$ cat config.mk
export PLATFORM = sky130hd
export DESIGN_NAME = inode_cache_replacement_top
export DESIGN_NICKNAME = d
export VERILOG_FILES = /design/src/rtl/icr_pkg.sv /design/src/rtl/icr_front.sv /design/src/rtl/icr_back.sv /design/src/rtl/inode_cache_replacement_top.sv
export VERILOG_INCLUDE_DIRS = /design/src /design/src/rtl
export SDC_FILE = /design/constraint.sdc
export NUM_CORES = 2
export LEC_CHECK = 0
export BUFFER_PORTS_ARGS = -buffer_cell sky130_fd_sc_hd__buf_2
export CORE_MARGIN = 2
export CORE_UTILIZATION = 25
export DETAILED_ROUTE_END_ITERATION = 10
export HOLD_SLACK_MARGIN = 0.15
export SLEW_MARGIN = 30
export SYNTH_ARGS = -nofsm -noshare
export SYNTH_HDL_FRONTEND = slang
export SYNTH_SLANG_ARGS = --single-unit
$ cat constraint.sdc
create_clock -name clk_i -period 15.4 [get_ports clk_i]
set_input_delay 1.54 -clock clk_i [delete_from_list [all_inputs] [get_ports clk_i]]
set_output_delay 1.54 -clock clk_i [all_outputs]
set_load 0.05 [all_outputs]
$ cat src/rtl/inode_cache_replacement_top_defines.svh
// Assertion macro for the inode cache replacement engine
`ifndef INODE_CACHE_REPLACEMENT_TOP_DEFINES_SVH
`define INODE_CACHE_REPLACEMENT_TOP_DEFINES_SVH
// concurrent assertion with clock and async reset
`define ICR_ASSERT(lbl, prop, msg) \
  lbl: assert property (@(posedge clk_i) disable iff (!rst_ni) (prop)) else $error(msg);
`endif

$ cat src/rtl/icr_pkg.sv
// Package: types and constants of the inode cache replacement engine
`default_nettype none
package icr_pkg;
  localparam int unsigned Slots = 16;
  localparam int unsigned SlotW = 4;
  localparam int unsigned RecW = 20;
  localparam int unsigned AgeW = 16;
  localparam int unsigned BlkShift = 4;
  localparam int unsigned QDepth = 2;

  localparam logic [1:0] OpLookup = 2'd0;
  localparam logic [1:0] OpInstall = 2'd1;
  localparam logic [1:0] OpFlush = 2'd2;
  localparam logic [1:0] OpUnused = 2'd3;

  localparam logic [2:0] KindHit = 3'd0;
  localparam logic [2:0] KindWb = 3'd1;
  localparam logic [2:0] KindFill = 3'd2;
  localparam logic [2:0] KindInst = 3'd3;
  localparam logic [2:0] KindFlush = 3'd4;

  typedef struct packed {
    logic [1:0] op;
    logic [RecW-1:0] rec;
  } cmd_t;

  typedef struct packed {
    logic [2:0] kind;
    logic [SlotW-1:0] slot;
    logic [RecW-1:0] rec;
    logic last;
  } res_t;
endpackage
`default_nettype wire

$ cat src/rtl/icr_front.sv
// Front end: accepts transactions, drops unused opcodes, queues commands
`default_nettype none
module icr_front (
  input wire logic clk_i,
  input wire logic rst_ni,
  input wire logic s_valid_i,
  output logic s_ready_o,
  input wire icr_pkg::cmd_t s_cmd_i,
  output logic q_valid_o,
  input wire logic q_ready_i,
  output icr_pkg::cmd_t q_cmd_o
);
  icr_pkg::cmd_t mem_q [icr_pkg::QDepth];
  logic wp_q, rp_q;
  logic [1:0] cnt_q, cnt_d;
  logic push, pop, keep;

  assign s_ready_o = (cnt_q != 2'(icr_pkg::QDepth));
  assign keep = s_cmd_i.op inside {icr_pkg::OpLookup, icr_pkg::OpInstall, icr_pkg::OpFlush};
  assign push = s_valid_i && s_ready_o && keep;
  assign q_valid_o = (cnt_q != 2'd0);
  assign pop = q_valid_o && q_ready_i;
  assign q_cmd_o = mem_q[rp_q];
  assign cnt_d = cnt_q + {1'b0, push} - {1'b0, pop};

  always_ff @(posedge clk_i or negedge rst_ni) begin
    if (!rst_ni) begin
      wp_q <= 1'b0;
      rp_q <= 1'b0;
      cnt_q <= 2'd0;
    end else begin
      if (push) wp_q <= ~wp_q;
      if (pop) rp_q <= ~rp_q;
      cnt_q <= cnt_d;
    end
  end

  always_ff @(posedge clk_i) begin
    if (push) mem_q[wp_q] <= s_cmd_i;
  end
endmodule
`default_nettype wire

$ cat src/rtl/icr_back.sv
// Back end: tag match, victim search, writeback scan and result output
`default_nettype none
`include "inode_cache_replacement_top_defines.svh"
module icr_back (
  input wire logic clk_i,
  input wire logic rst_ni,
  input wire logic q_valid_i,
  output logic q_ready_o,
  input wire icr_pkg::cmd_t q_cmd_i,
  output logic m_valid_o,
  input wire logic m_ready_i,
  output icr_pkg::res_t m_res_o
);
  localparam logic [2:0] StIdle = 3'd0;
  localparam logic [2:0] StMatch = 3'd1;
  localparam logic [2:0] StVict = 3'd2;
  localparam logic [2:0] StScan = 3'd3;
  localparam logic [2:0] StPlace = 3'd4;
  localparam logic [2:0] StFlushDone = 3'd5;

  logic [2:0] st_q, st_d;
  icr_pkg::cmd_t cmd_q;
  logic [icr_pkg::Slots-1:0] vld_q;
  logic [icr_pkg::RecW-1:0] tag_q [icr_pkg::Slots];
  logic [icr_pkg::AgeW-1:0] age_q [icr_pkg::Slots];
  logic [icr_pkg::AgeW-1:0] ctr_q;
  logic [icr_pkg::SlotW-1:0] idx_q, vic_q;
  logic [icr_pkg::RecW-icr_pkg::BlkShift-1:0] blk_q;
  logic ovalid_q;
  icr_pkg::res_t ores_q;

  logic [icr_pkg::Slots-1:0] hitv;
  logic hit;
  logic [icr_pkg::SlotW-1:0] hit_idx, inv_idx, old_idx;
  logic full;
  logic out_free;
  logic out_load, out_set;

  always_comb begin
    hit_idx = '0;
    hit = 1'b0;
    inv_idx = '0;
    for (int i = icr_pkg::Slots - 1; i >= 0; i--) begin
      hitv[i] = vld_q[i] && (tag_q[i] == cmd_q.rec);
      if (hitv[i]) hit_idx = icr_pkg::SlotW'(i);
      if (!vld_q[i]) inv_idx = icr_pkg::SlotW'(i);
    end
    hit = |hitv;
  end
  assign full = &vld_q;
  assign old_idx = (age_q[idx_q] < age_q[vic_q]) ? idx_q : vic_q;

  assign out_free = !ovalid_q || m_ready_i;
  assign q_ready_o = (st_q == StIdle);
  assign m_valid_o = ovalid_q;
  assign m_res_o = ores_q;

  always_comb begin
    out_load = 1'b0;
    out_set = 1'b1;
    case (st_q)
      StMatch: out_load = out_free && (cmd_q.op == icr_pkg::OpLookup) && hit;
      StScan: begin
        out_load = out_free;
        out_set = vld_q[idx_q] && ((cmd_q.op == icr_pkg::OpFlush) ||
            (tag_q[idx_q][icr_pkg::RecW-1:icr_pkg::BlkShift] == blk_q));
      end
      StPlace, StFlushDone: out_load = out_free;
      default: ;
    endcase
  end

  always_comb begin
    st_d = st_q;
    case (st_q)
      StIdle: if (q_valid_i) st_d = (q_cmd_i.op == icr_pkg::OpFlush) ? StScan : StMatch;
      StMatch: begin
        if (cmd_q.op == icr_pkg::OpLookup && hit) begin
          if (out_free) st_d = StIdle;
        end else if (!full) st_d = StPlace;
        else st_d = StVict;
      end
      StVict: if (idx_q == icr_pkg::SlotW'(icr_pkg::Slots - 1)) st_d = StScan;
      StScan: begin
        if (out_free && idx_q == icr_pkg::SlotW'(icr_pkg::Slots - 1))
          st_d = (cmd_q.op == icr_pkg::OpFlush) ? StFlushDone : StPlace;
      end
      StPlace: if (out_free) st_d = StIdle;
      StFlushDone: if (out_free) st_d = StIdle;
      default: st_d = StIdle;
    endcase
  end

  always_ff @(posedge clk_i or negedge rst_ni) begin
    if (!rst_ni) begin
      st_q <= StIdle;
      vld_q <= '0;
      ctr_q <= icr_pkg::AgeW'(1);
      ovalid_q <= 1'b0;
      idx_q <= '0;
      vic_q <= '0;
      for (int i = 0; i < icr_pkg::Slots; i++) age_q[i] <= '0;
    end else begin
      st_q <= st_d;
      if (out_load) ovalid_q <= out_set;
      else if (m_ready_i) ovalid_q <= 1'b0;
      case (st_q)
        StIdle: begin
          idx_q <= '0;
          vic_q <= '0;
        end
        StMatch: begin
          if (cmd_q.op == icr_pkg::OpLookup && hit) begin
            if (out_free) age_q[hit_idx] <= ctr_q;
          end else if (!full) vic_q <= inv_idx;
          else idx_q <= icr_pkg::SlotW'(1);
        end
        StVict: begin
          vic_q <= old_idx;
          idx_q <= (idx_q == icr_pkg::SlotW'(icr_pkg::Slots - 1)) ? '0
              : idx_q + icr_pkg::SlotW'(1);
        end
        StScan: begin
          if (out_free) begin
            idx_q <= idx_q + icr_pkg::SlotW'(1);
            if (idx_q == icr_pkg::SlotW'(icr_pkg::Slots - 1) &&
                cmd_q.op != icr_pkg::OpFlush) ctr_q <= ctr_q + icr_pkg::AgeW'(1);
          end
        end
        StPlace: begin
          if (out_free) begin
            vld_q[vic_q] <= 1'b1;
            age_q[vic_q] <= ctr_q;
            ctr_q <= ctr_q + icr_pkg::AgeW'(1);
          end
        end
        default: ;
      endcase
    end
  end

  always_ff @(posedge clk_i) begin
    if (st_q == StIdle && q_valid_i) cmd_q <= q_cmd_i;
    if (st_q == StVict && idx_q == icr_pkg::SlotW'(icr_pkg::Slots - 1))
      blk_q <= tag_q[old_idx][icr_pkg::RecW-1:icr_pkg::BlkShift];
    if (st_q == StPlace && out_free) tag_q[vic_q] <= cmd_q.rec;
    if (out_free) begin
      case (st_q)
        StMatch: ores_q <= '{kind: icr_pkg::KindHit, slot: hit_idx, rec: cmd_q.rec, last: 1'b1};
        StScan: ores_q <= '{kind: icr_pkg::KindWb, slot: idx_q, rec: tag_q[idx_q], last: 1'b0};
        StPlace: ores_q <= '{kind: (cmd_q.op == icr_pkg::OpLookup) ? icr_pkg::KindFill
            : icr_pkg::KindInst, slot: vic_q, rec: cmd_q.rec, last: 1'b1};
        StFlushDone: ores_q <= '{kind: icr_pkg::KindFlush, slot: '0, rec: '0, last: 1'b1};
        default: ;
      endcase
    end
  end

  `ICR_ASSERT(a_out_hold, ovalid_q && !m_ready_i |=> ovalid_q && $stable(ores_q), "result lost")
  `ICR_ASSERT(a_state_legal, st_q <= StFlushDone, "illegal state")
  `ICR_ASSERT(a_place_valid, (st_q == StPlace) && out_free |=> vld_q[$past(vic_q)], "no valid")
endmodule
`default_nettype wire

$ cat src/rtl/inode_cache_replacement_top.sv
// Top level of the inode cache replacement engine
// channel  dir  tdata fields (low bit up)          tuser
// s_axis   in   record_number[19:0]                 opcode[1:0]
// m_axis   out  kind[2:0] slot[6:3] slot_record[26:7]   -      tlast=last
// Lookup hit: the result comes from the tag match. Miss with a free slot: the
// record is placed in a free slot.
// Miss with full cache: an age search, then a block scan of all slots, with one
// shared age comparator and one tag read per cycle while the output is free.
// Flush: a scan of all slots, then the flush done result.
// Reset clears valid bits, ages and sets the use counter to one.
// A stalled output holds the engine; the two-entry queue accepts until full.
`default_nettype none
module inode_cache_replacement_top (
  input wire logic clk_i,
  input wire logic rst_ni,
  input wire logic s_axis_tvalid,
  output logic s_axis_tready,
  input wire logic [23:0] s_axis_tdata, // record_number[19:0]
  input wire logic [1:0] s_axis_tuser,  // opcode[1:0]
  output logic m_axis_tvalid,
  input wire logic m_axis_tready,
  output logic [31:0] m_axis_tdata,     // kind[2:0], slot[6:3], slot_record[26:7]
  output logic m_axis_tlast
);
  icr_pkg::cmd_t s_cmd, q_cmd;
  icr_pkg::res_t res;
  logic q_valid, q_ready;

  assign s_cmd.op = s_axis_tuser;
  assign s_cmd.rec = s_axis_tdata[19:0];

  icr_front u_front (
    .clk_i, .rst_ni,
    .s_valid_i(s_axis_tvalid), .s_ready_o(s_axis_tready), .s_cmd_i(s_cmd),
    .q_valid_o(q_valid), .q_ready_i(q_ready), .q_cmd_o(q_cmd)
  );
  icr_back u_back (
    .clk_i, .rst_ni,
    .q_valid_i(q_valid), .q_ready_o(q_ready), .q_cmd_i(q_cmd),
    .m_valid_o(m_axis_tvalid), .m_ready_i(m_axis_tready), .m_res_o(res)
  );

  assign m_axis_tdata = {5'd0, res.rec, res.slot, res.kind};
  assign m_axis_tlast = res.last;
endmodule
`default_nettype wire

== Word-level counts from Yosys, hierarchy flattened ==
Memories as Yosys holds them, arrays and structs flattened. A register that Yosys moved wholly into a read port is not among the register bits.
Cells that the tools add are included.

* Memories kept: 2
* Bits in latches: 0
* Output and inout port bits: 35
* Logic and storage cells: 231
* Memory bits (read-only): 0
* Flip-flop bits (word level): 354
* RAM bits: 364
* Input port bits: 30

{| class="wikitable"
|+ Memory list
! name !! words !! bits a word !! read ports !! clocked after Yosys merged registers in !! wr ports !! line !! source
|-
| u_back.tag_q || 16 || 20 || 18 || 1 || 1 || icr_back.sv:24 || <nowiki>logic [icr_pkg::RecW-1:0] tag_q [icr_pkg::Slots];</nowiki>
|-
| u_front.mem_q || 2 || 22 || 1 || 0 || 1 || icr_front.sv:13 || <nowiki>icr_pkg::cmd_t mem_q [icr_pkg::QDepth];</nowiki>
|}

* $add $sub $neg: 4
* Div/mod/pow operators: 0
* Magnitude comparators: 9
* Bitwise gates (word level): 6
* Eq/ne operators: 40
* Shift operators: 0
* Reductions and logical operators: 55
* Multiplexer cells: 84
* Multiply operators: 0

{| class="wikitable"
|+ Operators by type and width
! operator !! count
|-
| two-way mux 256 bit || 3
|-
| bitwise mux 256 bit || 2
|-
| case mux 256 bit (2 select lines) || 1
|-
| == test 20 bit || 16
|-
| two-way mux 4 bit || 39
|-
| two-way mux 16 bit || 9
|-
| binary-select mux 16 bit (select 4 bit) || 2
|-
| demux 16 bit (select 4 bit) || 2
|-
| case mux 28 bit (4 select lines) || 1
|-
| case mux 16 bit (2 select lines) || 1
|-
| logical AND 1 bit || 30
|-
| two-way mux 3 bit || 6
|-
| != test 2 x 1 -> 1 bit, second input constant || 9
|-
| adder 16 x 1 -> 16 bit, second input constant || 1
|-
| == test 16 bit || 1
|-
| < comparator 16 bit || 1
|-
| bitwise OR 16 bit || 1
|-
| case mux 4 bit (4 select lines) || 1
|-
| AND reduction 16 bit || 1
|-
| OR reduction 16 bit || 1
|-
| greater-or-equal comparator 5 bit, second input constant || 3
|-
| NOT 4 -> 5 bit || 3
|-
| case mux 3 bit (5 select lines) || 1
|-
| case mux 4 bit (3 select lines) || 1
|-
| 31 further kinds || 62
|}

== Depth between registers and ports, before layout ==
An unclocked memory read counts as a cell.

* Word-level depth: 28
* Gate-level depth with buffers: 21
* Mapped depth without buffers: 13

== Hierarchy ==
A second synthesis with hierarchy kept.

* Cell total of the unflattened synthesis: 3625
* Area total of the unflattened synthesis: 42823.6 um2

{| class="wikitable"
|+ By module, submodules not included
! module !! times used !! sequential area each (um2) !! area an instance (um2) !! cells each
|-
| icr_back || 1 || 19099.6 || 40953.0 || 3527
|-
| icr_front || 1 || 1421.4 || 1829.3 || 92
|-
| inode_cache_replacement_top || 1 || 0.0 || 41.3 || 6
|}

== Least setup slack after synthesis ==
No wires, ideal clock.

* Path kind: reg-to-reg
* Start point: reg u_back.idx_q[1] (netlist name)
* End point: reg u_back.blk_q[0] (netlist name), read port of u_back.tag_q, data pin
* Library setup time: 265 ps
* Period minus slack after synthesis: 6029 ps
* Path slack: 9371 ps
* Data arrival time: 5764 ps
* Required time: 15135 ps
* Path buffers: 8
* Cell stages (with the launch flop): 21
* Cell sequence: dfrtp_1 > clkbuf_1 > buf_2 > buf_2 > buf_2 > buf_1 > clkbuf_1 > mux4_2 > mux4_2 > ha_1 > a211oi_1 > nor2_1 > o31ai_1 > o211ai_4 > mux2i_1 > buf_4 > buf_4 > mux2i_1 > o22a_1 > o221ai_1 > or3_1

* Word-level cells in the longest chain between the ends: 6
* Elaborated cells on any way between the ends: 8
* Those cells by class: 1 x order compare; 1 x eq/ne; 4 x mux; 1 x bitwise; 1 x reduce/logical

{| class="wikitable"
|+ RTL lines
! what !! line !! source
|-
| from (decl) || icr_back.sv:27 || <nowiki>logic [icr_pkg::SlotW-1:0] idx_q, vic_q;</nowiki>
|-
| from (signal assigned) || icr_back.sv:116 || <nowiki>else idx_q <= icr_pkg::SlotW'(1);</nowiki>
|-
| from (signal assigned) || icr_back.sv:120 || <nowiki>idx_q <= (idx_q == icr_pkg::SlotW'(icr_pkg::Slots - 1)) ? '0</nowiki>
|-
| from (signal assigned) || icr_back.sv:125 || <nowiki>idx_q <= idx_q + icr_pkg::SlotW'(1);</nowiki>
|-
| NOT 4 -> 5 bit (not written as such) || icr_back.sv:51 || <nowiki>assign old_idx = (age_q[idx_q] < age_q[vic_q]) ? idx_q : vic_q;</nowiki>
|-
| binary-select mux 16 bit (select 4 bit) || icr_back.sv:51 ||
|-
| two-way mux 16 bit (not written as such) (2 in a row) || icr_back.sv:51 ||
|-
| < comparator 16 bit || icr_back.sv:51 ||
|-
| two-way mux 4 bit || icr_back.sv:51 ||
|-
| to (decl) || icr_back.sv:28 || <nowiki>logic [icr_pkg::RecW-icr_pkg::BlkShift-1:0] blk_q;</nowiki>
|}

Several ways; a longest one is shown, not always the timed one. The select of a mux whose other input is x is not followed.
A chain may end at the register's enable or synchronous reset.

== Worst setup path in the final report ==
* Start point: reg u_back.idx_q[0] (netlist name)
* End point: reg u_back.blk_q[2] (netlist name), read port of u_back.tag_q, data pin

Same word-level chain as after synthesis.

==> flow_summary_export.csv <==
group,metric,value,unit
status,status,"finished clean",
clock_network,post_cts_resize_count,0,
sta,rsz0062_at_grt,"no",
clock_network,cts_max_level,3,
floorplan,die_x,431,µm
detailed_routing,drc,0,
min_path,hold_path.class,"reg2reg",
clock_network,post_cts_buffers,0,
clock_network,root_buffer,"clkbuf_16",
clock_network,clockBufferDepth,3,
floorplan,fp.dieH,431,µm
detailed_routing,drtIter0Drc,4544,
sta,layout_min_cycle_time,7.42,ns
logic_synthesis,synth_flop_cell,"edfxtp_1",
sta,clock.fmax,135,MHz
global_routing,grt_antenna_before_repair,11,
power,ir_worst_vdd,0.0000946,V
clock_network,clk_pin_slew,0.07,ns
sta,maxSlewViolCount,0,
power,pwr-share-clk,24.4,%
logic_synthesis,synth_area_per_cell,11.8,µm²
detailed_routing,post_drt_via_cell_ratio,5.78,
final_layout,register_area,20500,µm²
clock_network,clkLatencyLatePin,0.70,ns
clock_network,postCtsHoldBufs,0,
critical_path,slowest_stage,"dfrtp_4",
critical_path,critPathMaxStageDelay,0.92,ns
detailed_routing,ant_nets,0,
floorplan,rows,156,
final_layout,finalNetCount,3789,
clock_network,cts_sinks,734,
final_layout,final_common_cell,"edfxtp_1",
global_routing,grt_usage,17.0,%
detailed_routing,wire_per_inst,26.6,µm
critical_path,crit_top_cell,"buf_4",
sta,setup_viol,0,
power,pwr-share-seq,32.9,%
detailed_routing,vias,35700,
final_layout,mostFrequentLayoutCells,"430 x edfxtp_1, 411 x nand2_1, 296 x dfrtp_1, 260 x mux4_2, 232 x xnor2_1",
global_routing,grt_overflow,0,
logic_synthesis,synthDistinctLibCells,84,
critical_path,start_kind,"flop",
critical_path,path_class,"reg2reg",
power,p_sw_share,41.1,%
sta,hold_violations,0,
floorplan,initial_core_util,25.2,%
critical_path,worstPathRequired,15.84,ns
critical_path,cp_max_fo,42,
global_routing,grt_pass1_wl,237000,µm
detailed_routing,dr.pass1.iters,6,
global_routing,grt_max_degree,188,
global_routing,grt_pass1_vias,34100,
place,io_buffers,55,
sta,clock_skew,0.0484,ns
detailed_routing,postRouteWirelength,164000,µm
power,power.total,8010,µW
sta,slew_headroom,24.9,%
floorplan,dieArea,186000,µm²
logic_synthesis,seq_area_frac_synth,45.1,%
critical_path,worstPathArrival,7.85,ns
final_layout,multi_input_area,23300,µm²
power,power-per-cell-area,158,nW/µm²
place,gp_congestion,0.949,
final_layout,drive_above_1_share,20.4,%
power,pwr-share-comb,42.7,%
logic_synthesis,syn_area,45500,µm²
flow_run,cap_violations,0,
power,p_leak,0.0177,µW
place,dpl.hpwl,103000,µm
critical_path,cp-end-kind,"flop",
critical_path,worst-r2r-setup-slack,7.98,ns
power,p_sw,3290,µW
sta,tightest_slew,1.12,ns
logic_synthesis,synth_cells,3873,
logic_synthesis,synth-edff-count,430,
final_layout,area_growth,11.6,%
sta,setup_tns,0,ns
floorplan,io_pins,65,
logic_synthesis,async_flop_share,41.4,%
logic_synthesis,ys_ff_latch,734,
sta,finalCritPeriodShare,48.2,%
clock_network,cts_buffers,77,
floorplan,core_region_area,181000,µm²
final_layout,nFillCells,18400,
clock_network,cts_tree,"done",
logic_synthesis,yosysWarnings,0,
critical_path,crit_chain,"buf_4, mux4_2, mux4_2, ha_1, a21oi_1, a21oi_1, o31ai_2, o211ai_4, mux2i_4, buf_4, buf_4, mux2i_1, o221ai_1, or3_1",
power,intPower,4720,µW
-- metal layers --
layer / up-vias / track usage [%] / wire, µm
met1: 18200 / 21.5 / 62600
li1: 14800 / - / -
met4: 4 / 9.76 / 10000
met2: 2159 / 26.2 / 74000
met5: - / 0 / 26
met3: 508 / 4.41 / 17300
-- cell usage after synthesis (all sizes together), types with 34 or more instances --
cell type  instances  area, µm²
dfrtp            303       7580
nand3            205       1040
nand2            418       1570
xor2             122       1070
o21ai            109        546
mux2             136       1540
clkbuf           253        950
nor2              75        289
inv               42        158
buf              131        823
or3               53        332
nor2b             43        269
mux4             260       5860
o311ai           128       1120
a21oi             87        447
o211ai           135       1030
nand4             71        450
edfxtp           430      12900
o31a              34        298
nor4              60        388
xnor2            232       2030
mux2i            132       1350
-- registers in the layout (all words and copies together), names as in the netlist, 16 cells and up --
name,cells
u_back.cmd_q,22
u_back.ctr_q,16
u_front.mem_q,44
u_back.age_q,256
u_back.blk_q,16
u_back.tag_q,320
u_back.vld_q,16
u_back.m_res_o,28
-- final cells by class --
class | count | area share (%)
multi-input cells | 2715 | 45.9
flip-flops and latches | 734 | 40.4
well taps | 2370 | 5.83
clock buffers | 101 | 4.09
repair buffers | 168 | 2.51
clock inverters | 39 | 0.923
inverters | 44 | 0.327
diodes | 4 | 0.0197
-- metrics by stage --
| step | area [µm²] | cells | hold slack, ns | worst slack [ns] | util, % |
|---|---|---|---|---|---|
| finish | 50800 | 6175 | 0.500 | 7.98 | 28.1 |
| floorplan | 45500 | 3877 | 0.460 | 9.37 | - |
| global placement | 48100 | 6024 | 0.492 | 7.79 | 26.6 |
| global route | 50800 | 6172 | 0.514 | 7.78 | 28.1 |
| detailed placement | 48200 | 6029 | 0.493 | 7.90 | 26.7 |
| CTS | 50700 | 6169 | 0.500 | 7.88 | 28.1 |
-- power by group through the flow --
stage | combinational [µW] | sequential [µW] | clock (µW)
after floorplan | 2240 | 2730 | 0
after global placement | 3290 | 2680 | 0
after detailed placement | 3330 | 2680 | 0
after CTS | 3350 | 2640 | 1980
after global routing | 3590 | 2660 | 2050
final | 3420 | 2640 | 1950
-- final timing paths --
kind	startpoint	to	cells past startpoint
worst min register to register	u_front.cnt_q[1]	u_front.cnt_q[1]	1
min in group asynchronous	rst_ni	u_back.age_q[235]	1
worst min-delay path	u_front.cnt_q[1]	u_front.cnt_q[1]	1
worst max register to register	u_back.idx_q[0]	u_back.blk_q[2]	14
max in group asynchronous	rst_ni	u_back.vic_q[1]	3
worst max-delay path	u_back.idx_q[0]	u_back.blk_q[2]	14
-- cells by family after synthesis --
| family | Yosys count | synth area share (%) |
|---|---|---|
| AO/OA/AOI/OAI | 766 | 12.9 |
| multiplexers | 528 | 19.2 |
| other | 1 | 0.00824 |
| buffers and inverters | 428 | 4.26 |
| AND/OR/NAND/NOR | 1043 | 11.2 |
| flip-flops | 734 | 45.1 |
| XOR/XNOR | 354 | 6.81 |
| adder cells (fa/ha/maj) | 19 | 0.522 |
-- worst max-delay path: cells and delay by family, from the launching register on --
family / cells / cell delay (ns)
AND/OR/NAND/NOR: 1 / 0.41
buffers and inverters: 3 / 2.06
multiplexers: 4 / 1.69
adder cells (fa/ha/maj): 1 / 0.37
AO/OA/AOI/OAI: 5 / 1.54
flip-flops: 1 / 0.92
Note: power is estimated with default switching activity, not from simulation.
